## config.mk

```make
export PLATFORM = sky130hd
export DESIGN_NAME = tncm_regs
export DESIGN_NICKNAME = d
export VERILOG_FILES = /design/src/rtl/tncm_pkg.sv /design/src/rtl/tncm_regs.sv
export SDC_FILE = /design/constraint.sdc
export NUM_CORES = 1
export LEC_CHECK = 0
export BUFFER_PORTS_ARGS = -buffer_cell sky130_fd_sc_hd__buf_2
export CAP_MARGIN = 20
export CELL_PAD_IN_SITES_DETAIL_PLACEMENT = 2
export CELL_PAD_IN_SITES_GLOBAL_PLACEMENT = 2
export CORE_MARGIN = 5
export CORE_UTILIZATION = 29
export DETAILED_ROUTE_END_ITERATION = 16
export PLACE_DENSITY_LB_ADDON = 0.1
export SLEW_MARGIN = 20
export SYNTH_ARGS = -nofsm -noshare
export SYNTH_HDL_FRONTEND = slang
export SYNTH_SLANG_ARGS = --single-unit
```

## constraint.sdc

```tcl
create_clock -name aclk -period 3.4 [get_ports aclk]
set_clock_uncertainty 0.1 [all_clocks]
set_input_delay 0.68 -clock aclk [delete_from_list [all_inputs] [get_ports aclk]]
set_output_delay 0.68 -clock aclk [all_outputs]
set_load 0.05 [all_outputs]
```

## src/rtl/tncm_pkg.sv

```systemverilog
// ----------------------------------------------------------------------------
// tncm_pkg: shared types, constants and sine table math for the NCO mixer
// Register map, config bundle, defaults and the elaboration-time sine
// generator that fills the lookup ROM.
// ----------------------------------------------------------------------------
`default_nettype none

package tncm_pkg;

    localparam int PHASE_BITS            = 32;
    localparam int APB_ADDR_BITS         = 3;
    localparam int APB_DATA_BITS         = 32;
    localparam int DEF_TABLE_INDEX_BITS  = 12;
    localparam int DEF_SAMPLE_BITS       = 16;

    // register indexes (paddr[2])
    localparam logic REG_PHASE_INC = 1'b0;
    localparam logic REG_MIX_MODE  = 1'b1;

    localparam logic MIX_UP   = 1'b0;
    localparam logic MIX_DOWN = 1'b1;

    localparam longint unsigned HALF_PI_Q62 = 64'h6487ED5110B4611A;
    localparam longint unsigned ONE_Q62     = 64'h4000000000000000;

    typedef struct packed {
        logic [PHASE_BITS-1:0] phase_increment;
        logic                  mix_down_mode;
    } tncm_cfg_t;

    // (a * b) >> 62, truncated, for a, b below 2^63
    function automatic longint unsigned mul_q62(input longint unsigned a,
                                                input longint unsigned b);
        longint unsigned ah, al, bh, bl, hh, hl, lh, ll, mid, high;
        ah   = a >> 32;
        al   = a & 64'hFFFF_FFFF;
        bh   = b >> 32;
        bl   = b & 64'hFFFF_FFFF;
        hh   = ah * bh;
        hl   = ah * bl;
        lh   = al * bh;
        ll   = al * bl;
        mid  = (ll >> 32) + (hl & 64'hFFFF_FFFF) + (lh & 64'hFFFF_FFFF);
        high = hh + (hl >> 32) + (lh >> 32) + (mid >> 32);
        return (high << 2) | ((mid & 64'hFFFF_FFFF) >> 30);
    endfunction

    // unsigned shift-subtract quotient, used only while building the table
    function automatic longint unsigned udiv64(input longint unsigned num,
                                               input longint unsigned den);
        longint unsigned quo, rem;
        quo = '0;
        rem = '0;
        for (int b = 63; b >= 0; b--) begin
            rem = {rem[62:0], num[b]};
            if (rem >= den) begin
                rem    = rem - den;
                quo[b] = 1'b1;
            end
        end
        return quo;
    endfunction

    // sin(x) in Q62 for x in [0, pi/2], Taylor series
    function automatic longint unsigned sin_q62(input longint unsigned x);
        longint unsigned x2, term, sum, div;
        logic            done;
        x2   = mul_q62(x, x);
        term = x;
        sum  = x;
        done = 1'b0;
        for (int n = 1; n < 40; n += 2) begin
            if (!done) begin
                div  = 64'(n + 1) * 64'(n + 2);
                term = udiv64(mul_q62(term, x2), div);
                if (term == 0) begin
                    done = 1'b1;
                end else if ((((n + 1) >> 1) & 1) != 0) begin
                    sum = sum - term;
                end else begin
                    sum = sum + term;
                end
            end
        end
        return sum;
    endfunction

    // round(amplitude * sin(pi/2 * k / quarter)), half away from zero
    function automatic int quarter_value(input int k, input int index_bits,
                                         input int sample_bits);
        longint unsigned sh, x, s, amp, a, b, kk;
        sh  = 64'(index_bits - 2);
        kk  = 64'(k);
        amp = (64'd1 << (sample_bits - 1)) - 64'd1;
        x   = (HALF_PI_Q62 >> sh) * kk
            + (((HALF_PI_Q62 & ((64'd1 << sh) - 64'd1)) * kk) >> sh);
        s   = (k >= (1 << (index_bits - 2))) ? ONE_Q62 : sin_q62(x);
        a   = (s >> 31) * amp;
        b   = (s & 64'h7FFF_FFFF) * amp;
        return int'((a + (b >> 31) + (64'd1 << 30)) >> 31);
    endfunction

    // full-turn table entry i, built from one quarter wave
    function automatic int sine_entry(input int i, input int index_bits,
                                      input int sample_bits);
        int quad, k, qsize, v;
        qsize = 1 << (index_bits - 2);
        quad  = i >> (index_bits - 2);
        k     = i & (qsize - 1);
        v     = ((quad & 1) != 0) ? quarter_value(qsize - k, index_bits, sample_bits)
                                  : quarter_value(k, index_bits, sample_bits);
        return ((quad & 2) != 0) ? -v : v;
    endfunction

endpackage

`default_nettype wire

```

## src/rtl/tncm_regs.sv

```systemverilog
// ----------------------------------------------------------------------------
// tncm_regs: APB register file and phase accumulator
// Holds phase increment and mix direction; advances the phase once per
// accepted sample beat. Writing the increment clears the phase.
// ----------------------------------------------------------------------------
`default_nettype none

module tncm_regs (
    input  logic                                aclk,
    input  logic                                aresetn,
    input  logic                                psel,
    input  logic                                penable,
    input  logic                                pwrite,
    input  logic [tncm_pkg::APB_ADDR_BITS-1:0]  paddr,
    input  logic [tncm_pkg::APB_DATA_BITS-1:0]  pwdata,
    output logic [tncm_pkg::APB_DATA_BITS-1:0]  prdata,
    output logic                                pready,
    input  logic                                advance,
    output tncm_pkg::tncm_cfg_t                 cfg,
    output logic [tncm_pkg::PHASE_BITS-1:0]     phase
);
    import tncm_pkg::*;

    logic [PHASE_BITS-1:0] phase_inc_reg;
    logic                  mix_mode_reg;
    logic [PHASE_BITS-1:0] phase_reg;
    logic [PHASE_BITS-1:0] phase_next;
    logic                  wr_en;
    logic                  reg_idx;

    assign pready  = 1'b1;
    assign wr_en   = psel && penable && pwrite && pready;
    assign reg_idx = paddr[2];

    always_ff @(posedge aclk) begin
        if (!aresetn) begin
            phase_inc_reg <= '0;
            mix_mode_reg  <= MIX_UP;
        end else if (wr_en) begin
            unique case (reg_idx)
                REG_PHASE_INC: phase_inc_reg <= pwdata[PHASE_BITS-1:0];
                REG_MIX_MODE:  mix_mode_reg  <= pwdata[0];
                default:       mix_mode_reg  <= mix_mode_reg;
            endcase
        end
    end

    always_comb begin
        phase_next = phase_reg;
        if (wr_en && reg_idx == REG_PHASE_INC) begin
            phase_next = '0;
        end else if (advance) begin
            phase_next = phase_reg + phase_inc_reg;
        end
    end

    always_ff @(posedge aclk) begin
        if (!aresetn) begin
            phase_reg <= '0;
        end else begin
            phase_reg <= phase_next;
        end
    end

    always_comb begin
        unique case (reg_idx)
            REG_PHASE_INC: prdata = APB_DATA_BITS'(phase_inc_reg);
            REG_MIX_MODE:  prdata = APB_DATA_BITS'(mix_mode_reg);
            default:       prdata = '0;
        endcase
    end

    assign cfg.phase_increment = phase_inc_reg;
    assign cfg.mix_down_mode   = mix_mode_reg;
    assign phase               = phase_reg;

    a_inc_write_clears: assert property (@(posedge aclk) disable iff (!aresetn)
        (wr_en && reg_idx == REG_PHASE_INC) |=> (phase_reg == '0))
        else $error("phase not cleared after increment write");

    a_phase_step: assert property (@(posedge aclk) disable iff (!aresetn)
        (advance && !wr_en) |=> (phase_reg == $past(phase_reg + phase_inc_reg)))
        else $error("phase did not advance by the increment");

    a_pready_high: assert property (@(posedge aclk) disable iff (!aresetn)
        pready)
        else $error("pready dropped");

endmodule

`default_nettype wire

```

==> run_results.csv <==
group,metric,value,unit
worst_hold_path,whs_path_depth,2,
cts,clock_latency,0.34,ns
final_layout,drive_gt1_share,27.0,%
cts,postCtsSetupRepairBufs,0,
setup_path,arrival,3.33,ns
setup_path,critPathLaunchType,"flip-flop",
placed_design,gp_congestion,0.789,
logic_synthesis,synth-edff-count,0,
sta,rsz0062_at_grt,"no",
sta,slew_headroom,59.3,%
logic_synthesis,synthesis.nets,596,
setup_path,r2r_slack,0.20,ns
floorplanning,io_pins,139,
final_layout,fill_cells,1706,
logic_synthesis,synthFlopType,"dfxtp_1",
sta,finalHoldViolCount,0,
setup_path,setup.worst_path.end_class,"flip-flop",
cts,cts_sinks,65,
logic_synthesis,synth-seq-cells,65,
job,drv_cap,0,
cts,htree_levels,3,
cts,ctsResizeCount,0,
sta,fin_setup_tns,0,ns
cts,cts_hold_buf,0,
setup_path,critPathRequiredTime,3.53,ns
placed_design,place_ws,0.164,ns
worst_hold_path,hp-class,"reg -> reg",
logic_synthesis,yosysSeqAreaShare,30.3,%
floorplanning,rows,44,
cts,clkTransAtPathRegs,0.06,ns
sta,period_share,94.0,%
routing,drt_iter0_markers,143,
grt,grt-ovfl-total,0,
placed_design,portBuffers,135,
floorplanning,die_area,0.0174,mm^2
routing,drt.antenna.violating_nets,0,
setup_path,reg2reg_to,"phase[30]",
routing,num_vias,4273,
logic_synthesis,ys_top_cells_by_count,"nand2_1, dfxtp_1, nor2_1, nor2b_1, a21boi_0",
logic_synthesis,synth.distinct_cells,53,
logic_synthesis,yosysWarnings,0,
final_layout,antenna-diode-count,0,
setup_path,timing.rr.start,"phase_inc_reg[0]",
logic_synthesis,syn_area,0.00430,mm^2
floorplanning,fp.dieH,132,um
grt,antenna_found_initial,0,
sta,post-route-worst-setup-slack,0.203,ns
setup_path,worstPathMaxFanout,4,
logic_synthesis,synthCells,523,
logic_synthesis,yosys.area.top_type_share,30.3,%
pwr,leakage,2.71,nW
final_layout,final_nets,721,
grt,grt_use_total,17.6,%
setup_path,critPathKind,"reg -> reg",
routing,vias_per_cell,5.11,
routing,detail_route.wl_per_cell,18.3,um
sta,tightest_slew,0.609,ns
logic_synthesis,synth_top_area_cell,"dfxtp_1",
run_status,outcome,"completed",
sta,setup_viol,0,
cts,numCtsBuffers,9,
logic_synthesis,synthArstFlopShare,0,%
logic_synthesis,synth.area.top_cells,"dfxtp_1, ha_1, nand2_1",
logic_synthesis,synth.avg_cell_area,8.22,um^2
final_layout,instances_no_fill,837,
floorplanning,initial_utilization,29.6,%
floorplanning,core_area,0.0145,mm^2
routing,totalWireLength,15.3,mm
routing,first_pass_iters,6,
final_layout,fin_util,37.3,%
cts,cts_buffer_depth,2,
logic_synthesis,synth_most_common_cell,"nand2_1",
grt,grt_first_pass_wirelength,25.0,mm
setup_path,reg2regPathDepth,11,
worst_hold_path,hold_start,"phase_inc_reg[21]",
pwr,vdd_ir_drop_max,0.000213,V
routing,drc,0,
sta,post-route-min-period,3.20,ns
grt,grt_pass1_vias,4676,
floorplanning,dieWidth,132,um
sta,timing.fmax,313,MHz
placed_design,dp_cells,821,
grt,grt_max_degree,33,
worst_hold_path,min_to,"phase_inc_reg[21]",
final_layout,area_growth,26.3,%
cts,clock-root-buffer,"clkbuf_16",
pwr,powerDensity,357,mW/mm^2
cts,cts_tree,"built",
placed_design,dp_hpwl,11.9,mm
sta,slew_viol_final,0,
sta,fin_hold_ws,0.399,ns
-- routing by layer --
layer	GRT usage, %	routed length, um
met1	21.2	6710
met2	31.4	7830
met3	4.20	575
met5	0	0
met4	4.69	210
-- cell type report --
| type | count | area [um^2] | share of cell area, % |
|---|---|---|---|
| multi-input cells | 419 | 2840 | 52.3 |
| inverters | 9 | 33.8 | 0.622 |
| clock inverters | 5 | 30.0 | 0.553 |
| flip-flops and latches | 65 | 1300 | 24.0 |
| clock buffers | 11 | 253 | 4.66 |
| well taps | 184 | 230 | 4.24 |
| repair buffers | 144 | 743 | 13.7 |
-- how the worst max path moves through the flow --
stage / endpoint / slack [ns] / depth (start not counted) / startpoint
final: phase[30] / 0.20 / 11 / phase_inc_reg[0]
after global routing: phase[30] / 0.06 / 11 / phase_inc_reg[0]
after CTS: phase[30] / 0.15 / 11 / phase_inc_reg[0]
after detailed placement: phase[30] / 0.16 / 11 / phase_inc_reg[0]
after global placement: phase[30] / 0.26 / 11 / phase_inc_reg[0]
after floorplan: phase[30] / 0.19 / 11 / phase_inc_reg[0]
-- layout by cell type (no fill, tap or decap), types with 4 or more instances in the layout --
cell,synthesis,final
nand3_1,12,12
mux2i_1,27,27
ha_1,31,31
buf_4,2,9
nor2b_1,35,35
and4_1,4,4
inv_1,9,9
o21ai_0,9,9
dfxtp_1,65,65
nor2_1,36,35
a31oi_1,7,7
xnor2_1,20,20
a21o_1,18,18
buf_2,0,135
nand2b_1,4,4
nand4_1,8,8
a211oi_1,5,5
nor3_1,4,4
nand2_1,80,80
or3_1,6,6
and3_1,6,6
o21bai_1,6,6
clkbuf_16,0,9
a21boi_0,32,32
a21oi_1,25,25
-- where the power goes --
| part | switching (mW) | internal, mW | total, mW |
|---|---|---|---|
| registers | 0.0153 | 0.777 | 0.793 |
| clock network | 0.360 | 0.529 | 0.889 |
| logic | 0.177 | 0.0779 | 0.255 |
-- per-stage QoR --
stage	power, mW	cell area (um^2)
floorplan	0.981	4300
CTS	1.97	5430
finish	1.94	5430
global placement	1.06	5140
global route	2.02	5430
detailed placement	1.07	5140
-- worst max-delay path, stage by stage (launching register included) --
cell and delay [ns]:
dfxtp_1 0.34, ha_1 0.24, fa_1 0.42, a21o_1 0.21, a21oi_2 0.23, o21ai_2 0.07, a31oi_1 0.26, a31oi_1 0.20
a31o_2 0.31, a211o_1 0.27, mux2i_1 0.12, a311o_1 0.31
-- kinds of logic after synthesis --
logic type,after synthesis,synth area share (%)
other,1,0.0873
AO/OA/AOI/OAI,127,21.5
buffers and inverters,39,3.76
flip-flops,65,30.3
adder cells (fa/ha/maj),32,9.49
XOR/XNOR,22,4.48
multiplexers,28,6.55
AND/OR/NAND/NOR,209,23.8
No activity file was read; power rests on OpenSTA's default activity.
