===== src/rtl/tncm_pkg.sv =====
// ----------------------------------------------------------------------------
// tncm_pkg: shared types, constants and sine table math for the NCO mixer
// Register map, config bundle, defaults and the elaboration-time sine
// generator that fills the lookup ROM.
// ----------------------------------------------------------------------------
`default_nettype none

package tncm_pkg;

    localparam int PHASE_BITS            = 32;
    localparam int APB_ADDR_BITS         = 3;
    localparam int APB_DATA_BITS         = 32;
    localparam int DEF_TABLE_INDEX_BITS  = 12;
    localparam int DEF_SAMPLE_BITS       = 16;

    // register indexes (paddr[2])
    localparam logic REG_PHASE_INC = 1'b0;
    localparam logic REG_MIX_MODE  = 1'b1;

    localparam logic MIX_UP   = 1'b0;
    localparam logic MIX_DOWN = 1'b1;

    localparam longint unsigned HALF_PI_Q62 = 64'h6487ED5110B4611A;
    localparam longint unsigned ONE_Q62     = 64'h4000000000000000;

    typedef struct packed {
        logic [PHASE_BITS-1:0] phase_increment;
        logic                  mix_down_mode;
    } tncm_cfg_t;

    // (a * b) >> 62, truncated, for a, b below 2^63
    function automatic longint unsigned mul_q62(input longint unsigned a,
                                                input longint unsigned b);
        longint unsigned ah, al, bh, bl, hh, hl, lh, ll, mid, high;
        ah   = a >> 32;
        al   = a & 64'hFFFF_FFFF;
        bh   = b >> 32;
        bl   = b & 64'hFFFF_FFFF;
        hh   = ah * bh;
        hl   = ah * bl;
        lh   = al * bh;
        ll   = al * bl;
        mid  = (ll >> 32) + (hl & 64'hFFFF_FFFF) + (lh & 64'hFFFF_FFFF);
        high = hh + (hl >> 32) + (lh >> 32) + (mid >> 32);
        return (high << 2) | ((mid & 64'hFFFF_FFFF) >> 30);
    endfunction

    // unsigned shift-subtract quotient, used only while building the table
    function automatic longint unsigned udiv64(input longint unsigned num,
                                               input longint unsigned den);
        longint unsigned quo, rem;
        quo = '0;
        rem = '0;
        for (int b = 63; b >= 0; b--) begin
            rem = {rem[62:0], num[b]};
            if (rem >= den) begin
                rem    = rem - den;
                quo[b] = 1'b1;
            end
        end
        return quo;
    endfunction

    // sin(x) in Q62 for x in [0, pi/2], Taylor series
    function automatic longint unsigned sin_q62(input longint unsigned x);
        longint unsigned x2, term, sum, div;
        logic            done;
        x2   = mul_q62(x, x);
        term = x;
        sum  = x;
        done = 1'b0;
        for (int n = 1; n < 40; n += 2) begin
            if (!done) begin
                div  = 64'(n + 1) * 64'(n + 2);
                term = udiv64(mul_q62(term, x2), div);
                if (term == 0) begin
                    done = 1'b1;
                end else if ((((n + 1) >> 1) & 1) != 0) begin
                    sum = sum - term;
                end else begin
                    sum = sum + term;
                end
            end
        end
        return sum;
    endfunction

    // round(amplitude * sin(pi/2 * k / quarter)), half away from zero
    function automatic int quarter_value(input int k, input int index_bits,
                                         input int sample_bits);
        longint unsigned sh, x, s, amp, a, b, kk;
        sh  = 64'(index_bits - 2);
        kk  = 64'(k);
        amp = (64'd1 << (sample_bits - 1)) - 64'd1;
        x   = (HALF_PI_Q62 >> sh) * kk
            + (((HALF_PI_Q62 & ((64'd1 << sh) - 64'd1)) * kk) >> sh);
        s   = (k >= (1 << (index_bits - 2))) ? ONE_Q62 : sin_q62(x);
        a   = (s >> 31) * amp;
        b   = (s & 64'h7FFF_FFFF) * amp;
        return int'((a + (b >> 31) + (64'd1 << 30)) >> 31);
    endfunction

    // full-turn table entry i, built from one quarter wave
    function automatic int sine_entry(input int i, input int index_bits,
                                      input int sample_bits);
        int quad, k, qsize, v;
        qsize = 1 << (index_bits - 2);
        quad  = i >> (index_bits - 2);
        k     = i & (qsize - 1);
        v     = ((quad & 1) != 0) ? quarter_value(qsize - k, index_bits, sample_bits)
                                  : quarter_value(k, index_bits, sample_bits);
        return ((quad & 2) != 0) ? -v : v;
    endfunction

endpackage

`default_nettype wire


===== src/rtl/tncm_mix.sv =====
// ----------------------------------------------------------------------------
// tncm_mix: complex multiply, round and saturate
// Stage 2 registers the four partial products, stage 3 sums, rounds
// (ties up), saturates and holds the result beat for the master side.
// ----------------------------------------------------------------------------
`default_nettype none

module tncm_mix #(
    parameter int SAMPLE_BITS = tncm_pkg::DEF_SAMPLE_BITS
) (
    input  logic                          aclk,
    input  logic                          aresetn,
    input  logic                          in_valid,
    output logic                          in_ready,
    input  logic signed [SAMPLE_BITS-1:0] sin_val,
    input  logic signed [SAMPLE_BITS-1:0] cos_val,
    input  logic signed [SAMPLE_BITS-1:0] in_real,
    input  logic signed [SAMPLE_BITS-1:0] in_imag,
    input  logic                          in_last,
    input  logic                          conj_mode,
    output logic                          out_valid,
    input  logic                          out_ready,
    output logic signed [SAMPLE_BITS-1:0] out_real,
    output logic signed [SAMPLE_BITS-1:0] out_imag,
    output logic                          out_last
);
    import tncm_pkg::*;

    localparam int PW = 2 * SAMPLE_BITS;
    localparam int SW = 2 * SAMPLE_BITS + 2;
    localparam int RW = SAMPLE_BITS + 3;
    localparam logic signed [SW-1:0] HALF  = SW'(64'd1 << (SAMPLE_BITS - 2));
    localparam logic signed [RW-1:0] R_MAX = RW'((64'd1 << (SAMPLE_BITS - 1)) - 64'd1);
    localparam logic signed [RW-1:0] R_MIN = -R_MAX - RW'(1);

    function automatic logic signed [SAMPLE_BITS-1:0] round_sat(
        input logic signed [SW-1:0] v);
        logic signed [SW-1:0] biased;
        logic signed [RW-1:0] r;
        biased = v + HALF;
        r      = RW'(biased >>> (SAMPLE_BITS - 1));
        if (r > R_MAX) begin
            r = R_MAX;
        end else if (r < R_MIN) begin
            r = R_MIN;
        end
        return SAMPLE_BITS'(r);
    endfunction

    logic                          v2_reg;
    logic                          v3_reg;
    logic                          en2;
    logic                          en3;
    logic signed [PW-1:0]          p_rc_reg;
    logic signed [PW-1:0]          p_is_reg;
    logic signed [PW-1:0]          p_rs_reg;
    logic signed [PW-1:0]          p_ic_reg;
    logic                          last2_reg;
    logic                          mode2_reg;
    logic signed [SW-1:0]          re_sum;
    logic signed [SW-1:0]          im_sum;
    logic signed [SAMPLE_BITS-1:0] re_next;
    logic signed [SAMPLE_BITS-1:0] im_next;
    logic signed [SAMPLE_BITS-1:0] re_reg;
    logic signed [SAMPLE_BITS-1:0] im_reg;
    logic                          last3_reg;

    assign en3      = !v3_reg || out_ready;
    assign en2      = !v2_reg || en3;
    assign in_ready = en2;

    always_ff @(posedge aclk) begin
        if (!aresetn) begin
            v2_reg <= 1'b0;
            v3_reg <= 1'b0;
        end else begin
            if (en2) begin
                v2_reg <= in_valid;
            end
            if (en3) begin
                v3_reg <= v2_reg;
            end
        end
    end

    always_ff @(posedge aclk) begin
        if (en2) begin
            p_rc_reg  <= in_real * cos_val;
            p_is_reg  <= in_imag * sin_val;
            p_rs_reg  <= in_real * sin_val;
            p_ic_reg  <= in_imag * cos_val;
            last2_reg <= in_last;
            mode2_reg <= conj_mode;
        end
    end

    always_comb begin
        if (mode2_reg == MIX_DOWN) begin
            re_sum = SW'(p_rc_reg) + SW'(p_is_reg);
            im_sum = SW'(p_ic_reg) - SW'(p_rs_reg);
        end else begin
            re_sum = SW'(p_rc_reg) - SW'(p_is_reg);
            im_sum = SW'(p_rs_reg) + SW'(p_ic_reg);
        end
        re_next = round_sat(re_sum);
        im_next = round_sat(im_sum);
    end

    always_ff @(posedge aclk) begin
        if (en3) begin
            re_reg    <= re_next;
            im_reg    <= im_next;
            last3_reg <= last2_reg;
        end
    end

    assign out_valid = v3_reg;
    assign out_real  = re_reg;
    assign out_imag  = im_reg;
    assign out_last  = last3_reg;

    a_stage_moves: assert property (@(posedge aclk) disable iff (!aresetn)
        (v2_reg && en3) |=> v3_reg)
        else $error("product beat lost between stages");

    a_empty_takes: assert property (@(posedge aclk) disable iff (!aresetn)
        !v3_reg |-> in_ready)
        else $error("mixer stalled with empty output register");

    a_hold_stalled: assert property (@(posedge aclk) disable iff (!aresetn)
        (v2_reg && !en2) |=> (v2_reg && $stable(p_rc_reg) && $stable(p_ic_reg)))
        else $error("stalled product stage changed");

endmodule

`default_nettype wire


===== config.mk =====
export PLATFORM = sky130hd
export DESIGN_NAME = tncm_mix
export DESIGN_NICKNAME = d
export VERILOG_FILES = /design/src/rtl/tncm_pkg.sv /design/src/rtl/tncm_mix.sv
export SDC_FILE = /design/constraint.sdc
export NUM_CORES = 2
export LEC_CHECK = 0
export BUFFER_PORTS_ARGS = -buffer_cell sky130_fd_sc_hd__buf_2
export CORE_MARGIN = 5
export CORE_UTILIZATION = 34
export CTS_CLUSTER_DIAMETER = 120
export DETAILED_ROUTE_END_ITERATION = 6
export SLEW_MARGIN = 10
export SYNTH_ARGS = -nofsm -noshare
export SYNTH_HDL_FRONTEND = slang
export SYNTH_SLANG_ARGS = --single-unit

===== constraint.sdc =====
create_clock -name aclk -period 20.3 [get_ports aclk]
set_input_delay 1.015 -clock aclk [delete_from_list [all_inputs] [get_ports aclk]]
set_output_delay 1.015 -clock aclk [all_outputs]
set_load 0.03 [all_outputs]

==> key figures <==
Synth
  – #FFs+latches synth: 165
  – Yosys warns: 0
  – Main flop type after synthesis: edfxtp_1
  – Top post-synthesis cells by area: fa_1 (43%), ha_1 (10%), edfxtp_1 (10%)
  – Most common library cells after synthesis: inv_1 (1246), fa_1 (1048), nand2_1 (623)
  – Post-synth EDFFs: 163
  – Post-synthesis cell type count: 82
  – Post-Syn Area per Cell: 9.31 um2
  – Synth async-reset ratio: 0%
  – Cell accounting for the most synthesized area: fa_1
  – Count leader, synth: inv_1
  – Yosys top cell area share: 42.8%
  – Syn_nets: 6780
  – Post-synthesis sequential area ratio: 10.1%
  – Cells after Synth: 5267
  – Mapped Area: 49000 um2

Drt
  – Vias/cell: 4.83
  – DR WL/cell: 17.1 um
  – Drc violations: 0
  – Number of routed nets with antenna violations: 0
  – WL final: 122000 um
  – DR iter-0 viols: 2182
  – First-pass DRT Iterations: 7
  – Vias post-DR: 34400

Timing
  – Final min period: 8.20 ns
  – Endpoints failing setup: 0
  – Slew Viols, Final: 0
  – Worst slew pin tran: 0.976 ns
  – Setup TNS: 0 ns
  – Slew headroom: 34.4%
  – Fmax: 0.122 GHz
  – Hold Fails Final Rpt: 0
  – Post-Route Skew: 0.0135 ns
  – Post-route clock period utilization: 40.4%
  – RSZ-0062 raised after global routing: false

Place
  – Count of input and output buffers: 104
  – Hpwl dp: 96800 um
  – RD Place Congestion: 0.873

Floorplanning
  – Die Wd: 390 um
  – I/O Pins: 105
  – Die height: 390 um
  – Core Rows: 139
  – Core ar.: 143000 um2
  – Die area: 152000 um2
  – Starting density of the core: 34.2%

Critical path
  – CP startpoint kind: input port
  – Crit path capture type: flip-flop
  – Crit path DAT: 8.46 ns
  – Reg2Reg Launch Point: p_is_reg[5]
  – CP required: 20.55 ns
  – Crit path max fanout: 32
  – Worst setup path startpoint: cos_val[1]
  – Reg2reg path depth: 20
  – Critical path class: in2reg

Clock tree
  – Clk Latency, worst-skew pair: 0.50 ns
  – Reg clk slew, reported paths: 0.08 ns
  – Clock Tree Root: clkbuf_16
  – Post-CTS Setup Bufs: 0
  – Clk sink count: 165
  – TritonCTS Buffers: 17
  – CTS Buffer Depth: 2
  – Post-CTS Hold Buffers: 0
  – TritonCTS clock tree: built
  – Post-cts gate resize count: 0
  – H-tree levels: 4

Final layout
  – Filler cells: 14500
  – Layout cells sized above 1: 3.89%
  – FF/Latch Area: 4930 um2
  – Fin nets: 6721
  – Area Overhead vs Synth: 6.03%
  – Area of the multi-input gates: 38600 um2

Worst hold path
  – Hold Crit Start: last2_reg
  – Worst hold stages: 0
  – HP Class: reg2reg

Global routing
  – Total track usage: 16.6%
  – Vias in the first global route: 36800
  – First-pass GRT wire length: 201000 um
  – Total gr overflow: 0
  – Pin count of the biggest net entering global routing: 67
  – Initial antenna violation count: 15

Flow run
  – Max_cap viols: 0

Status
  – Run status: finished clean
stage by stage:
stage	setup slack (ns)	utilization (%)	area, um2	std cells	hold WS [ns]
after global routing	11.73	36.2	52000	7126	0.433
after floorplan	12.91	-	49000	5267	0.400
after global placement	11.72	35.8	51400	7092	0.401
after detailed placement	11.71	35.8	51400	7092	0.406
after CTS	12.27	36.2	52000	7123	0.424
final	12.10	36.2	52000	7132	0.423
cells in the final DEF (no fill, tap or decap), types with 15 or more instances in the layout:
cell type	count
a211oi_1	17
a21o_1	58
a21oi_1	167
and2_1	442
buf_2	104
buf_4	27
clkbuf_16	17
edfxtp_1	163
fa_1	1048
ha_1	395
inv_1	1245
nand2_1	622
nand2b_1	58
nand3_1	27
nor2_1	136
nor2b_1	18
nor3_1	39
nor4_1	15
o21ai_0	111
o21bai_1	31
or3_1	19
xnor2_1	187
xor2_1	81
final timing paths:
| check | end | slack (ns) |
|---|---|---|
| setup reg to reg | out_real[1] | 13.33 |
| hold / removal | out_last | 0.42 |
| setup / recovery | p_ic_reg[31] | 12.10 |
| hold reg to reg | out_last | 0.42 |
per-layer routing:
layer,vias up,GRT usage [%],routed length (um)
met2,930,27.0,57100
met4,8,4.21,2810
met1,17600,23.4,55400
met5,-,0,60
li1,15700,-,-
met3,121,2.50,7020
cells by family after synthesis:
group / synth area share [%]
and+or+nand+nor: 14.6
adders and majority gates: 52.9
muxes: 0.133
DFF: 10.1
buffers and inverters: 11.2
AOI/OAI and AO/OA: 6.39
xor gates and xnor gates: 4.82
area by class of cell:
type,instances,area share [%]
clock buffer,17,0.818
antenna,9,0.0433
tap,1903,4.58
clock inverter,14,0.373
sequential,165,9.49
multi-input combinational,3647,74.3
timing repair buffer,131,1.39
inverter,1246,9.00
worst max-delay path, cell delays in order:
cell      delay, ns
buf_2          0.56
nand2_1        0.17
fa_1           0.57
inv_1          0.06
fa_1           0.53
inv_1          0.05
fa_1           0.49
fa_1           0.55
inv_1          0.05
fa_1           0.47
inv_1          0.05
fa_1           0.47
inv_1          0.04
ha_1           0.34
a21o_1         0.18
a21o_1         0.18
a21oi_1        0.16
a21boi_0       0.32
o21ai_0        0.22
a211oi_1       0.75
o41ai_1        0.24
or4_1          0.46
a31o_2         0.25
a21oi_1        0.17
xnor2_1        0.09
Power is left out: the tool's default activity adds up to more than one toggle a clock period on the data nets, which glitch-free logic cannot reach.
